--- config.mk ---
export PLATFORM = sky130hd
export DESIGN_NAME = cmpr_to_dxt1_block_converter_top
export DESIGN_NICKNAME = d
export VERILOG_FILES = /design/src/rtl/c2d_pkg.sv /design/src/rtl/c2d_swizzle.sv /design/src/rtl/c2d_seq.sv /design/src/rtl/cmpr_to_dxt1_block_converter_top.sv
export SDC_FILE = /design/constraint.sdc
export NUM_CORES = 1
export LEC_CHECK = 0
export BUFFER_PORTS_ARGS = -buffer_cell sky130_fd_sc_hd__buf_2
export CAP_MARGIN = 15
export CORE_AREA = 2 2 170 172
export DETAILED_ROUTE_END_ITERATION = 6
export DIE_AREA = 0 0 172 174
export PLACE_DENSITY = 0.67
export SLEW_MARGIN = 20
export SYNTH_ARGS = -nofsm -noshare
export SYNTH_HDL_FRONTEND = slang
export SYNTH_SLANG_ARGS = --single-unit
--- constraint.sdc ---
create_clock -name clk -period 8.1 [get_ports clk]
set_clock_uncertainty 0.2 [all_clocks]
set_input_delay 0.405 -clock clk [delete_from_list [all_inputs] [get_ports clk]]
set_output_delay 0.405 -clock clk [all_outputs]
set_load 0.01 [all_outputs]
--- src/rtl/c2d_pkg.sv ---
// ----------------------------------------------------------------------------
// c2d_pkg
// Shared types and constants for the CMPR to DXT1 block converter.
// ----------------------------------------------------------------------------
package c2d_pkg;

  // Fixed field widths.
  localparam int unsigned BLOCK_W     = 64;
  localparam int unsigned SIZE_REG_W  = 9;
  localparam int unsigned LEVEL_W     = 4;
  localparam int unsigned INDEX_W     = 16;
  localparam int unsigned CFG_IDX_W   = 2;

  // Configuration register indexes.
  localparam logic [CFG_IDX_W-1:0] CFG_WIDTH_BLOCKS  = 2'd0;
  localparam logic [CFG_IDX_W-1:0] CFG_HEIGHT_BLOCKS = 2'd1;
  localparam logic [CFG_IDX_W-1:0] CFG_MIP_LEVELS    = 2'd2;

  // Configuration reset values.
  localparam logic [SIZE_REG_W-1:0] WIDTH_RESET  = 9'd2;
  localparam logic [SIZE_REG_W-1:0] HEIGHT_RESET = 9'd2;
  localparam logic [LEVEL_W-1:0]    LEVELS_RESET = 4'd1;

  // Sub-block position inside a 2x2 tile: dy in bit 1, dx in bit 0.
  localparam logic [1:0] SUB_LAST = 2'd3;

  // Index-byte masks for reversing the four 2-bit pixel codes.
  localparam logic [7:0] PAIR0_MASK = 8'h03;
  localparam logic [7:0] PAIR1_MASK = 8'h0C;
  localparam logic [7:0] PAIR2_MASK = 8'h30;
  localparam logic [7:0] PAIR3_MASK = 8'hC0;

  // Per-block position flags handed from the sequencer to the pipeline.
  typedef struct packed {
    logic in_img;
    logic last_lvl;
    logic last_img;
  } c2d_flags_t;

endpackage

--- src/rtl/c2d_swizzle.sv ---
// ----------------------------------------------------------------------------
// c2d_swizzle
// Converts one tiled CMPR block to DXT1 byte order: swaps the bytes of both
// 16-bit colors and reverses the 2-bit pixel codes in each index byte.
// ----------------------------------------------------------------------------
module c2d_swizzle
  import c2d_pkg::*;
(
  input  logic [BLOCK_W-1:0] cmpr_block,
  output logic [BLOCK_W-1:0] dxt_block
);

  // Put the four 2-bit codes of one byte in reverse order.
  function automatic logic [7:0] reverse_pairs(input logic [7:0] b);
    return ((b & PAIR0_MASK) << 6) | ((b & PAIR1_MASK) << 2) |
           ((b & PAIR2_MASK) >> 2) | ((b & PAIR3_MASK) >> 6);
  endfunction

  // Byte swap of the two colors, then the four index bytes.
  always_comb begin
    dxt_block[63:56] = cmpr_block[55:48];
    dxt_block[55:48] = cmpr_block[63:56];
    dxt_block[47:40] = cmpr_block[39:32];
    dxt_block[39:32] = cmpr_block[47:40];
    for (int i = 0; i < 4; i++) begin
      dxt_block[i*8 +: 8] = reverse_pairs(cmpr_block[i*8 +: 8]);
    end
  end

endmodule

--- src/rtl/c2d_seq.sv ---
// ----------------------------------------------------------------------------
// c2d_seq
// Tile-order position sequencer. Holds the configuration registers and walks
// sub-block, tile column, tile row and mip level, one step per transaction.
// ----------------------------------------------------------------------------
module c2d_seq
  import c2d_pkg::*;
#(
  parameter int unsigned MAX_WIDTH_BLOCKS = 256,
  parameter int unsigned MAX_LEVELS       = 9,
  parameter int unsigned LW               = 9,
  parameter int unsigned TW               = 7
)(
  input  logic                  clk,
  input  logic                  rst_n,
  input  logic                  cfg_we,
  input  logic [CFG_IDX_W-1:0]  cfg_index,
  input  logic [SIZE_REG_W-1:0] cfg_data,
  input  logic                  step,
  output logic [LEVEL_W-1:0]    level,
  output logic [LW-1:0]         row,
  output logic [LW-1:0]         col,
  output logic [LW-1:0]         lvl_width,
  output c2d_flags_t            flags
);

  // Clamp a size register to the range of one block to the maximum.
  function automatic logic [LW-1:0] clamp_size(input logic [SIZE_REG_W-1:0] v);
    int unsigned t;
    t = 32'(v);
    if (t < 1) t = 1;
    if (t > MAX_WIDTH_BLOCKS) t = MAX_WIDTH_BLOCKS;
    return LW'(t);
  endfunction

  logic [SIZE_REG_W-1:0] width_r, width_nxt;
  logic [SIZE_REG_W-1:0] height_r, height_nxt;
  logic [LEVEL_W-1:0]    levels_r, levels_nxt;
  logic [LEVEL_W-1:0]    level_r, level_nxt;
  logic [TW-1:0]         tcol_r, tcol_nxt;
  logic [TW-1:0]         trow_r, trow_nxt;
  logic [1:0]            sub_r, sub_nxt;
  logic [LW-1:0]         lw_r, lw_nxt;
  logic [LW-1:0]         lh_r, lh_nxt;

  logic [LW:0]           tiles_x, tiles_y;
  logic [LW:0]           tcol_inc, trow_inc;
  logic [LEVEL_W-1:0]    eff_levels;
  logic [LEVEL_W:0]      level_inc;
  logic                  last_lvl, last_img;

  // Current position of the block about to be taken.
  always_comb begin
    tiles_x   = ({1'b0, lw_r} + 1'b1) >> 1;
    tiles_y   = ({1'b0, lh_r} + 1'b1) >> 1;
    tcol_inc  = (LW+1)'(tcol_r) + 1'b1;
    trow_inc  = (LW+1)'(trow_r) + 1'b1;
    level_inc = {1'b0, level_r} + 1'b1;
    if (levels_r == '0) begin
      eff_levels = LEVEL_W'(1);
    end else if (32'(levels_r) > MAX_LEVELS) begin
      eff_levels = LEVEL_W'(MAX_LEVELS);
    end else begin
      eff_levels = levels_r;
    end
    col       = LW'({tcol_r, sub_r[0]});
    row       = LW'({trow_r, sub_r[1]});
    last_lvl  = (sub_r == SUB_LAST) && (tcol_inc >= tiles_x) && (trow_inc >= tiles_y);
    last_img  = last_lvl && (level_inc >= {1'b0, eff_levels});
    level     = level_r;
    lvl_width = lw_r;
    flags.in_img   = (col < lw_r) && (row < lh_r);
    flags.last_lvl = last_lvl;
    flags.last_img = last_img;
  end

  // Next state: a write to index 0, 1 or 2 restarts the stream, otherwise step on.
  always_comb begin
    width_nxt  = width_r;
    height_nxt = height_r;
    levels_nxt = levels_r;
    level_nxt  = level_r;
    tcol_nxt   = tcol_r;
    trow_nxt   = trow_r;
    sub_nxt    = sub_r;
    lw_nxt     = lw_r;
    lh_nxt     = lh_r;
    if (cfg_we) begin
      unique case (cfg_index)
        CFG_WIDTH_BLOCKS:  width_nxt  = cfg_data;
        CFG_HEIGHT_BLOCKS: height_nxt = cfg_data;
        CFG_MIP_LEVELS:    levels_nxt = cfg_data[LEVEL_W-1:0];
        default: ;
      endcase
      if (cfg_index == CFG_WIDTH_BLOCKS || cfg_index == CFG_HEIGHT_BLOCKS ||
          cfg_index == CFG_MIP_LEVELS) begin
        level_nxt = '0;
        tcol_nxt  = '0;
        trow_nxt  = '0;
        sub_nxt   = '0;
        lw_nxt    = clamp_size(width_nxt);
        lh_nxt    = clamp_size(height_nxt);
      end
    end else if (step) begin
      if (last_img) begin
        level_nxt = '0;
        tcol_nxt  = '0;
        trow_nxt  = '0;
        sub_nxt   = '0;
        lw_nxt    = clamp_size(width_r);
        lh_nxt    = clamp_size(height_r);
      end else if (last_lvl) begin
        level_nxt = level_inc[LEVEL_W-1:0];
        tcol_nxt  = '0;
        trow_nxt  = '0;
        sub_nxt   = '0;
        if (lw_r > LW'(1)) lw_nxt = lw_r >> 1;
        if (lh_r > LW'(1)) lh_nxt = lh_r >> 1;
      end else if (sub_r != SUB_LAST) begin
        sub_nxt = sub_r + 2'd1;
      end else begin
        sub_nxt = '0;
        if (tcol_inc < tiles_x) begin
          tcol_nxt = tcol_inc[TW-1:0];
        end else begin
          tcol_nxt = '0;
          trow_nxt = trow_inc[TW-1:0];
        end
      end
    end
  end

  // State registers.
  always_ff @(posedge clk) begin
    if (!rst_n) begin
      width_r  <= WIDTH_RESET;
      height_r <= HEIGHT_RESET;
      levels_r <= LEVELS_RESET;
      level_r  <= '0;
      tcol_r   <= '0;
      trow_r   <= '0;
      sub_r    <= '0;
      lw_r     <= clamp_size(WIDTH_RESET);
      lh_r     <= clamp_size(HEIGHT_RESET);
    end else begin
      width_r  <= width_nxt;
      height_r <= height_nxt;
      levels_r <= levels_nxt;
      level_r  <= level_nxt;
      tcol_r   <= tcol_nxt;
      trow_r   <= trow_nxt;
      sub_r    <= sub_nxt;
      lw_r     <= lw_nxt;
      lh_r     <= lh_nxt;
    end
  end

`ifndef ASSERT_OFF
  // A level never shrinks below one block.
  a_width_nonzero: assert property (@(posedge clk) disable iff (!rst_n)
    (lw_r != '0) && (lh_r != '0))
    else $error("level size dropped to zero");

  // The level counter stays below the effective level count.
  a_level_bound: assert property (@(posedge clk) disable iff (!rst_n)
    level_r < eff_levels)
    else $error("level counter beyond last level");

  // The last block of the image always restarts the sequence.
  a_restart: assert property (@(posedge clk) disable iff (!rst_n)
    step && !cfg_we && last_img |=> (level_r == '0) && (sub_r == '0))
    else $error("no restart after last block of image");
`endif

endmodule

--- src/rtl/cmpr_to_dxt1_block_converter_top.sv ---
// ----------------------------------------------------------------------------
// cmpr_to_dxt1_block_converter_top
// Converts tile-ordered CMPR blocks of a mip chain to DXT1 and tags each with
// its level, raster block index and tile padding flags.
// ----------------------------------------------------------------------------
// Pipeline: two register stages, the input stage and the result register; an
//   accepted block waits in the input stage until the result register can take it.
// Throughput: one block per cycle while out_stall is low; the limit is the position
//   stage plus one index multiply and add in the output stage.
// Reset (synchronous, rst_n low): registers take width 2, height 2, one level,
//   the sequence restarts at level zero and both pipeline stages empty.
module cmpr_to_dxt1_block_converter_top
  import c2d_pkg::*;
#(
  parameter int unsigned MAX_WIDTH_BLOCKS = 256,
  parameter int unsigned MAX_LEVELS       = 9
)(
  input  logic                  clk,
  input  logic                  rst_n,
  input  logic                  cfg_valid,
  output logic                  cfg_ready,
  input  logic [CFG_IDX_W-1:0]  cfg_index,
  input  logic [SIZE_REG_W-1:0] cfg_data,
  input  logic                  in_valid,
  output logic                  in_stall,
  input  logic [BLOCK_W-1:0]    in_cmpr_block,
  output logic                  out_valid,
  input  logic                  out_stall,
  output logic [BLOCK_W-1:0]    out_dxt_block,
  output logic [LEVEL_W-1:0]    out_mip_level,
  output logic [INDEX_W-1:0]    out_block_index,
  output logic                  out_in_image,
  output logic                  out_last_of_level,
  output logic                  out_last_of_image
);

  localparam int unsigned LW    = $clog2(MAX_WIDTH_BLOCKS + 1);
  localparam int unsigned TILES = (MAX_WIDTH_BLOCKS + 1) / 2;
  localparam int unsigned TW    = (TILES > 1) ? $clog2(TILES) : 1;
  localparam int unsigned PW    = 2 * LW + 1;
  localparam int unsigned IW    = (PW > INDEX_W) ? PW : INDEX_W;

  logic               in_acc, s2_adv;
  logic [LEVEL_W-1:0] seq_level;
  logic [LW-1:0]      seq_row, seq_col, seq_width;
  c2d_flags_t         seq_flags;

  logic               s1_valid_r, s1_valid_nxt;
  logic [BLOCK_W-1:0] s1_data_r;
  logic [LEVEL_W-1:0] s1_level_r;
  logic [LW-1:0]      s1_row_r, s1_col_r, s1_width_r;
  c2d_flags_t         s1_flags_r;

  logic               out_valid_r, out_valid_nxt;
  logic [BLOCK_W-1:0] out_data_r;
  logic [LEVEL_W-1:0] out_level_r;
  logic [INDEX_W-1:0] out_index_r;
  c2d_flags_t         out_flags_r;

  logic [BLOCK_W-1:0] swz_block;
  logic [IW-1:0]      raster_idx;

  // Handshake: stage one refills whenever it is empty or moves on.
  assign cfg_ready = 1'b1;
  assign s2_adv    = !out_valid_r || !out_stall;
  assign in_stall  = s1_valid_r && !s2_adv;
  assign in_acc    = in_valid && !in_stall;

  c2d_seq #(
    .MAX_WIDTH_BLOCKS (MAX_WIDTH_BLOCKS),
    .MAX_LEVELS       (MAX_LEVELS),
    .LW               (LW),
    .TW               (TW)
  ) u_seq (
    .clk       (clk),
    .rst_n     (rst_n),
    .cfg_we    (cfg_valid),
    .cfg_index (cfg_index),
    .cfg_data  (cfg_data),
    .step      (in_acc),
    .level     (seq_level),
    .row       (seq_row),
    .col       (seq_col),
    .lvl_width (seq_width),
    .flags     (seq_flags)
  );

  // Input stage valid control.
  always_comb begin
    s1_valid_nxt = s1_valid_r;
    if (in_acc) begin
      s1_valid_nxt = 1'b1;
    end else if (s2_adv) begin
      s1_valid_nxt = 1'b0;
    end
    out_valid_nxt = s2_adv ? s1_valid_r : out_valid_r;
  end

  always_ff @(posedge clk) begin
    if (!rst_n) begin
      s1_valid_r  <= 1'b0;
      out_valid_r <= 1'b0;
    end else begin
      s1_valid_r  <= s1_valid_nxt;
      out_valid_r <= out_valid_nxt;
    end
  end

  // Input stage payload: block data and its position.
  always_ff @(posedge clk) begin
    if (in_acc) begin
      s1_data_r  <= in_cmpr_block;
      s1_level_r <= seq_level;
      s1_row_r   <= seq_row;
      s1_col_r   <= seq_col;
      s1_width_r <= seq_width;
      s1_flags_r <= seq_flags;
    end
  end

  c2d_swizzle u_swizzle (
    .cmpr_block (s1_data_r),
    .dxt_block  (swz_block)
  );

  // Raster index within the level, cut to 16 bits in the result register.
  assign raster_idx = IW'(s1_row_r) * IW'(s1_width_r) + IW'(s1_col_r);

  // Result register.
  always_ff @(posedge clk) begin
    if (s1_valid_r && s2_adv) begin
      out_data_r  <= swz_block;
      out_level_r <= s1_level_r;
      out_index_r <= s1_flags_r.in_img ? raster_idx[INDEX_W-1:0] : '0;
      out_flags_r <= s1_flags_r;
    end
  end

  assign out_valid         = out_valid_r;
  assign out_dxt_block     = out_data_r;
  assign out_mip_level     = out_level_r;
  assign out_block_index   = out_index_r;
  assign out_in_image      = out_flags_r.in_img;
  assign out_last_of_level = out_flags_r.last_lvl;
  assign out_last_of_image = out_flags_r.last_img;

`ifndef ASSERT_OFF
  // Input is held back only while stage one holds a transaction.
  a_stall_cause: assert property (@(posedge clk) disable iff (!rst_n)
    in_stall |-> s1_valid_r)
    else $error("input stalled with empty stage");

  // A waiting result is not dropped.
  a_out_hold: assert property (@(posedge clk) disable iff (!rst_n)
    out_valid_r && out_stall |=> out_valid_r && $stable(out_data_r))
    else $error("stalled result lost");

  // End of image is always end of a level.
  a_last_nest: assert property (@(posedge clk) disable iff (!rst_n)
    out_valid_r && out_flags_r.last_img |-> out_flags_r.last_lvl)
    else $error("last of image without last of level");

  // Padding blocks carry index zero.
  a_pad_index: assert property (@(posedge clk) disable iff (!rst_n)
    out_valid_r && !out_flags_r.in_img |-> out_index_r == '0)
    else $error("padding block with nonzero index");
`endif

endmodule
==> results of run 1 <==
[sequential cells by signal, summed over array words and instances (netlist names), 8 cells and up]
name	flops
s1_row_r	8
u_seq.width_r	9
s1_col_r	8
out_block_index	16
out_dxt_block	64
s1_data_r	64
s1_width_r	9
u_seq.lh_r	9
u_seq.lvl_width	9
u_seq.height_r	9
[where the power goes]
group,internal (mW),switching [mW]
Clock,0.720,0.490
Sequential,1.44,0.0475
Combinational,0.239,0.320
Total,2.40,0.857
[routing by layer]
layer	track usage	up-vias	share of wire
met3	0.0255	59	0.046
met2	0.302	237	0.48
met4	0.0539	0	0.030
li1	-	4314	-
met1	0.238	4161	0.44
met5	0	-	0
[cells by family after synthesis]
| kind of cell | Yosys count | share of synthesized area |
|---|---|---|
| adders and majority gates | 127 | 0.154 |
| other | 1 | 0.000294 |
| AOI/OAI and AO/OA | 193 | 0.101 |
| DFF | 245 | 0.529 |
| xor gates and xnor gates | 38 | 0.0261 |
| buffers and inverters | 150 | 0.0510 |
| and+or+nand+nor | 314 | 0.127 |
| muxes | 16 | 0.0127 |
[per-stage QoR]
| step | instances | cell area (µm²) |
|---|---|---|
| floorplan | 1084 | 12700 |
| global placement | 1603 | 13900 |
| detailed placement | 1603 | 13900 |
| CTS | 1722 | 15500 |
| global route | 1722 | 15500 |
| finish | 1722 | 15500 |
[path summary, 6_finish.rpt]
check	start	cells after the start	end	slack, ps
max	s1_row_r[1]	16	out_block_index[14]	3260
min	cfg_data[7]	3	u_seq.width_r[7]	10
max reg2reg	s1_row_r[1]	16	out_block_index[14]	3260
min reg2reg	s1_data_r[29]	0	out_dxt_block[27]	220
[timing repair]
action,in CTS,in global routing
hold buffers,71,0
endpoints found under the hold margin,74,0
buffers inserted,0,0
gates resized for setup,0,0
[cells in the mapped netlist (19+ instances only)]
| library cell | number | share of area |
|---|---|---|
| edfxtp_1 | 183 | 0.43 |
| inv_1 | 111 | 0.033 |
| nand2_1 | 97 | 0.029 |
| ha_1 | 78 | 0.077 |
| dfxtp_1 | 62 | 0.097 |
| a21oi_1 | 61 | 0.024 |
| and2_1 | 53 | 0.026 |
| fa_1 | 49 | 0.077 |
| nor2_1 | 44 | 0.013 |
| nand3_1 | 32 | 0.013 |
| xnor2_1 | 30 | 0.021 |
| o21ai_0 | 28 | 0.011 |
| a211oi_1 | 25 | 0.015 |
| clkbuf_1 | 20 | 0.0059 |
| nor4_1 | 19 | 0.0093 |
[final cells by class]
class                   count  area (µm²)
multi-input cells         689        5380
flip-flops and latches    245        6740
clock buffers              28         658
repair buffers            243        1580
fillers                  2423       12800
well taps                 384         480
clock inverters            20         228
inverters                 113         424
[worst reg2reg max path, cell delays in order, from the launching register on]
cell	delay, ps
edfxtp_1	500
nand2_1	120
fa_1	510
inv_1	50
fa_1	450
ha_1	290
inv_1	50
fa_1	590
inv_1	60
ha_1	310
a211oi_1	310
o21bai_1	160
a31oi_1	260
o21ai_0	160
o41ai_1	350
xnor2_1	160
nor2_1	50
==> flow_summary.yaml, run 1 <==
worst_setup_path:
  crit_path_end_kind: "flop"
  slowest_delay_ps: 590
  cp.arrival_ps: 4920
  cp_num_buf_inv: 3
  critPathTopFamily: "adder cells"
  worst_setup_path_start_kind: "flop"
  critPathRequiredTime_ps: 8170
  worstSetupPathType: "flop to flop"
  crit_chain: "nand2_1, fa_1, inv_1, fa_1, ha_1, inv_1, fa_1, inv_1, ha_1, a211oi_1, o21bai_1, a31oi_1, o21ai_0, o41ai_1, xnor2_1, nor2_1"
  worst_path_max_delay_cell: "fa_1"
  path_max_fanout: 9
floorplan:
  die_area_um2: 29900
  coreArea_um2: 28200
  num_io_pins: 170
  rows: 62
  die_x_um: 172
  die_height_um: 174
  initial_core_util: 0.451
cts:
  cts_root_buffer: "clkbuf_16"
  numCtsBuffers: 26
  cts_tree: "yes"
  clk_latency_ps: 530
  clk_transition_reported_paths_ps: 60
  clock_sinks: 245
  cts.path.max_buffers: 3
  ctsHtreeMaxLevel: 1
cells_and_area:
  fin_util: 0.548
  drive_above_1_share: 0.181
  areaGrowthSynthToFinish_pct: 21.5
  final_cell_mix: "edfxtp_1 (183), buf_2 (168), inv_1 (111)"
  final_common_cell: "edfxtp_1"
  final_nets: 1525
  antenna_cells: 0
drt:
  dr.pass1.iters: 5
  routed_wl_um: 26800
  drt_iter0_drc: 546
  viasPerCell: 5.09
  remaining_drc_errors: 0
  vias: 8771
  antenna_left: 0
  post_drt_wl_per_cell_um: 15.6
flow_run:
  cap_violations: 0
placed_design:
  post-place-ws_ps: 3240
  io_buffers: 168
  dp_hpwl_um: 18800
  gp_congestion: 0.833
logic_synthesis:
  synth-seq-cells: 245
  syn_area_per_cell_um2: 11.8
  yosys_warnings: 0
  synth_edf_count: 183
  synthFlopType: "edfxtp_1"
  syn_inst: 1084
  synthArstFlopShare: 0
  syn-num-nets: 1291
  ys_seq_area_frac: 0.529
  syn_area_um2: 12700
  ys_types: 73
timing:
  worst_slack_ps: 3260
  fin_setup_tns_ps: 0
  timing.final.crit_share: 0.598
  max_freq_ghz: 0.206
  rsz0062_at_grt: "false"
  setup_viol: 0
  worst_hold_slack_ps: 12.0
  final_hold_viol_count: 0
  slew_headroom: 0.368
  tightestPinTransition_ps: 945
  fin_crit_ps: 4840
  slew_viol_final: 0
run_status:
  outcome: "completed"
global_route:
  grt_pass1_wl_um: 43500
  grt_pass1_vias: 8658
  antenna_found_initial: 0
  grt_use_total: 0.179
  grt_max_degree: 73
  overflow: 0
min_path:
  worstHoldPathType: "primary input to flop"
pwr:
  p_total_mw: 3.26
  cellPowerDensity_nw_per_um2: 210
  peakVddDrop_uv: 179
  p_leak_nw: 6.22
Note: power is estimated with default switching activity, not from simulation.
==> run 2: changes to the inputs <==
--- a/config.mk
+++ b/config.mk
@@ -10,7 +10,7 @@
 export CORE_AREA = 2 2 170 172
 export DETAILED_ROUTE_END_ITERATION = 6
 export DIE_AREA = 0 0 172 174
-export PLACE_DENSITY = 0.67
+export PLACE_DENSITY = 0.64
 export SLEW_MARGIN = 20
 export SYNTH_ARGS = -nofsm -noshare
 export SYNTH_HDL_FRONTEND = slang
==> constraint.sdc (replaced) <==
create_clock -name clk -period 4.7 [get_ports clk]
set_clock_uncertainty 0.2 [all_clocks]
set_input_delay 0.235 -clock clk [delete_from_list [all_inputs] [get_ports clk]]
set_output_delay 0.235 -clock clk [all_outputs]
set_load 0.01 [all_outputs]
==> run 2 against run 1 <==
Net effect:
- final area is 3.4% higher
- clock power is 80% higher
- sequential share of layout area is 1.4 points lower
- core utilization is 1.9 points higher
- final cell count is 2.6% higher
- global-route usage is 0.37 points higher
- setup slack worse by 3200 ps
- sequential power is 72% higher
- largest power group unchanged
- first-iteration DRC count is 18% lower
- critical path depth is 1 higher
==> flow_summary.yaml, run 2 (synthesis gave the netlist of run 1 again) <==
worst_setup_path:
  cp_num_buf_inv: 4
  crit_chain: "buf_4, nand2_1, fa_1, inv_1, fa_1, ha_1, inv_1, fa_1, inv_1, ha_4, o21ai_0, o21bai_2, a31oi_4, o21ai_2, o41ai_2, xnor2_1, nor2_1"
  path_max_fanout: 5
  crit_path_end_kind: "flop"
  critPathRequiredTime_ps: 4770
  worstSetupPathType: "flop to flop"
  worst_path_max_delay_cell: "fa_1"
  critPathTopFamily: "adder cells"
  cp.arrival_ps: 4730
  slowest_delay_ps: 520
  worst_setup_path_start_kind: "flop"
drt:
  drt_iter0_drc: 446
  post_drt_wl_per_cell_um: 15.7
  met2_length_um: 13800
  routed.top_layer: "met4"
  antenna_left: 0
  dr.pass1.iters: 5
  remaining_drc_errors: 0
  viasPerCell: 5.03
  wl_met3_um: 1010
  vias: 8888
  wl_met1_um: 11900
  routed_wl_um: 27600
floorplan:
  die_x_um: 172
  num_io_pins: 170
  rows: 62
  coreArea_um2: 28200
  die_height_um: 174
  die_area_um2: 29900
  initial_core_util: 0.451
cts:
  numCtsBuffers: 27
  clk_transition_reported_paths_ps: 60
  clk_latency_ps: 530
  cts.path.max_buffers: 3
  cts_tree: "yes"
  clock_sinks: 245
  ctsHtreeMaxLevel: 1
  cts_root_buffer: "clkbuf_16"
cells_and_area:
  register_area_um2: 6740
  final_area_um2: 16000
  areaGrowthSynthToFinish_pct: 25.7
  final_common_cell: "edfxtp_1"
  drive_above_1_share: 0.223
  final_cell_mix: "edfxtp_1 (183), buf_2 (168), inv_1 (108)"
  multiInputGateArea_um2: 5520
  final_nets: 1568
  antenna_cells: 0
  fill_cells: 2414
run_status:
  outcome: "completed"
placed_design:
  io_buffers: 168
  dp_hpwl_um: 19400
  gp_congestion: 0.854
  dpl_cell_area_um2: 14100
global_route:
  grt_pass1_vias: 8837
  overflow: 0
  grt_use_total: 0.182
  grt_max_degree: 72
  grt_pass1_wl_um: 44200
  antenna_found_initial: 0
timing:
  rsz0062_at_grt: "true"
  slew_viol_final: 0
  final_hold_viol_count: 0
  timing.final.crit_share: 0.991
  slew_headroom: 0.489
  setup_viol: 0
  fin_crit_ps: 4660
  worst_hold_slack_ps: 43.8
  tightestPinTransition_ps: 766
  max_freq_ghz: 0.215
min_path:
  worstHoldPathType: "primary input to flop"
pwr:
  peakVddDrop_uv: 224
  cellPowerDensity_nw_per_um2: 366
  p_leak_nw: 6.47
flow_run:
  cap_violations: 0
==> run 2: changes by cell type in the layout (fill, tap and decap cells not counted), moves of 4 or more <==
cell	previous run	this run
fa_1	49	45
dlygate4sd3_1	71	78
buf_4	4	35
clkinv_2	3	7
ha_1	78	71
ha_4	0	4
nand2_1	97	92
nand2_2	1	5
fa_2	0	4
==> run 2: worst paths after layout <==
check	startpoint	to	slack, ps	cells after the start
setup reg to reg	s1_row_r[0]	out_block_index[14]	40	17
hold / removal	cfg_valid	u_seq.height_r[7]	40	4
setup / recovery	s1_row_r[0]	out_block_index[14]	40	17
hold reg to reg	s1_data_r[23]	out_dxt_block[17]	210	0
==> run 2: cell type report <==
cell class / instances / area share
Tap cell: 384 / 0.0300
Inverter: 113 / 0.0265
Sequential cell: 245 / 0.421
Clock buffer: 32 / 0.0434
Clock inverter: 18 / 0.0143
Multi-Input combinational cell: 689 / 0.344
Timing Repair Buffer: 285 / 0.121
==> run 2: stage by stage <==
stage / cells / util / total power [mW] / worst slack (ps) / setup TNS, ps
floorplan: 1084 / - / 3.28 / 157 / 0
global placement: 1624 / 0.498 / 3.55 / 48.4 / 0
detailed placement: 1624 / 0.498 / 3.57 / -77.7 / -117
CTS: 1757 / 0.560 / 5.82 / 23.7 / 0
global route: 1766 / 0.567 / 6.16 / -183 / -286
finish: 1766 / 0.567 / 5.86 / 40.9 / 0
==> run 2: routing by layer <==
metal	GRT usage	up-vias
met5	0	-
met4	0.0630	0
met3	0.0248	59
met2	0.319	199
met1	0.231	4227
li1	-	4403
==> run 2: power by group <==
part,internal [mW],switching (mW)
logic,0.504,0.623
registers,2.48,0.0746
clock network,1.33,0.844
total,4.32,1.54
==> run 2: timing repair <==
action | in CTS | in global routing
endpoints found under the setup margin | 3 | 6
setup buffers | 5 | 9
hold buffers | 78 | 0
resized for setup | 1 | 34
pin swaps | 1 | 30
endpoints found under the hold margin | 107 | 0
==> run 2: tightest hold or removal path, stage by stage <==
cell and delay [ps]:
buf_2 110, buf_4 220, nand3_1 100, a21oi_1 50
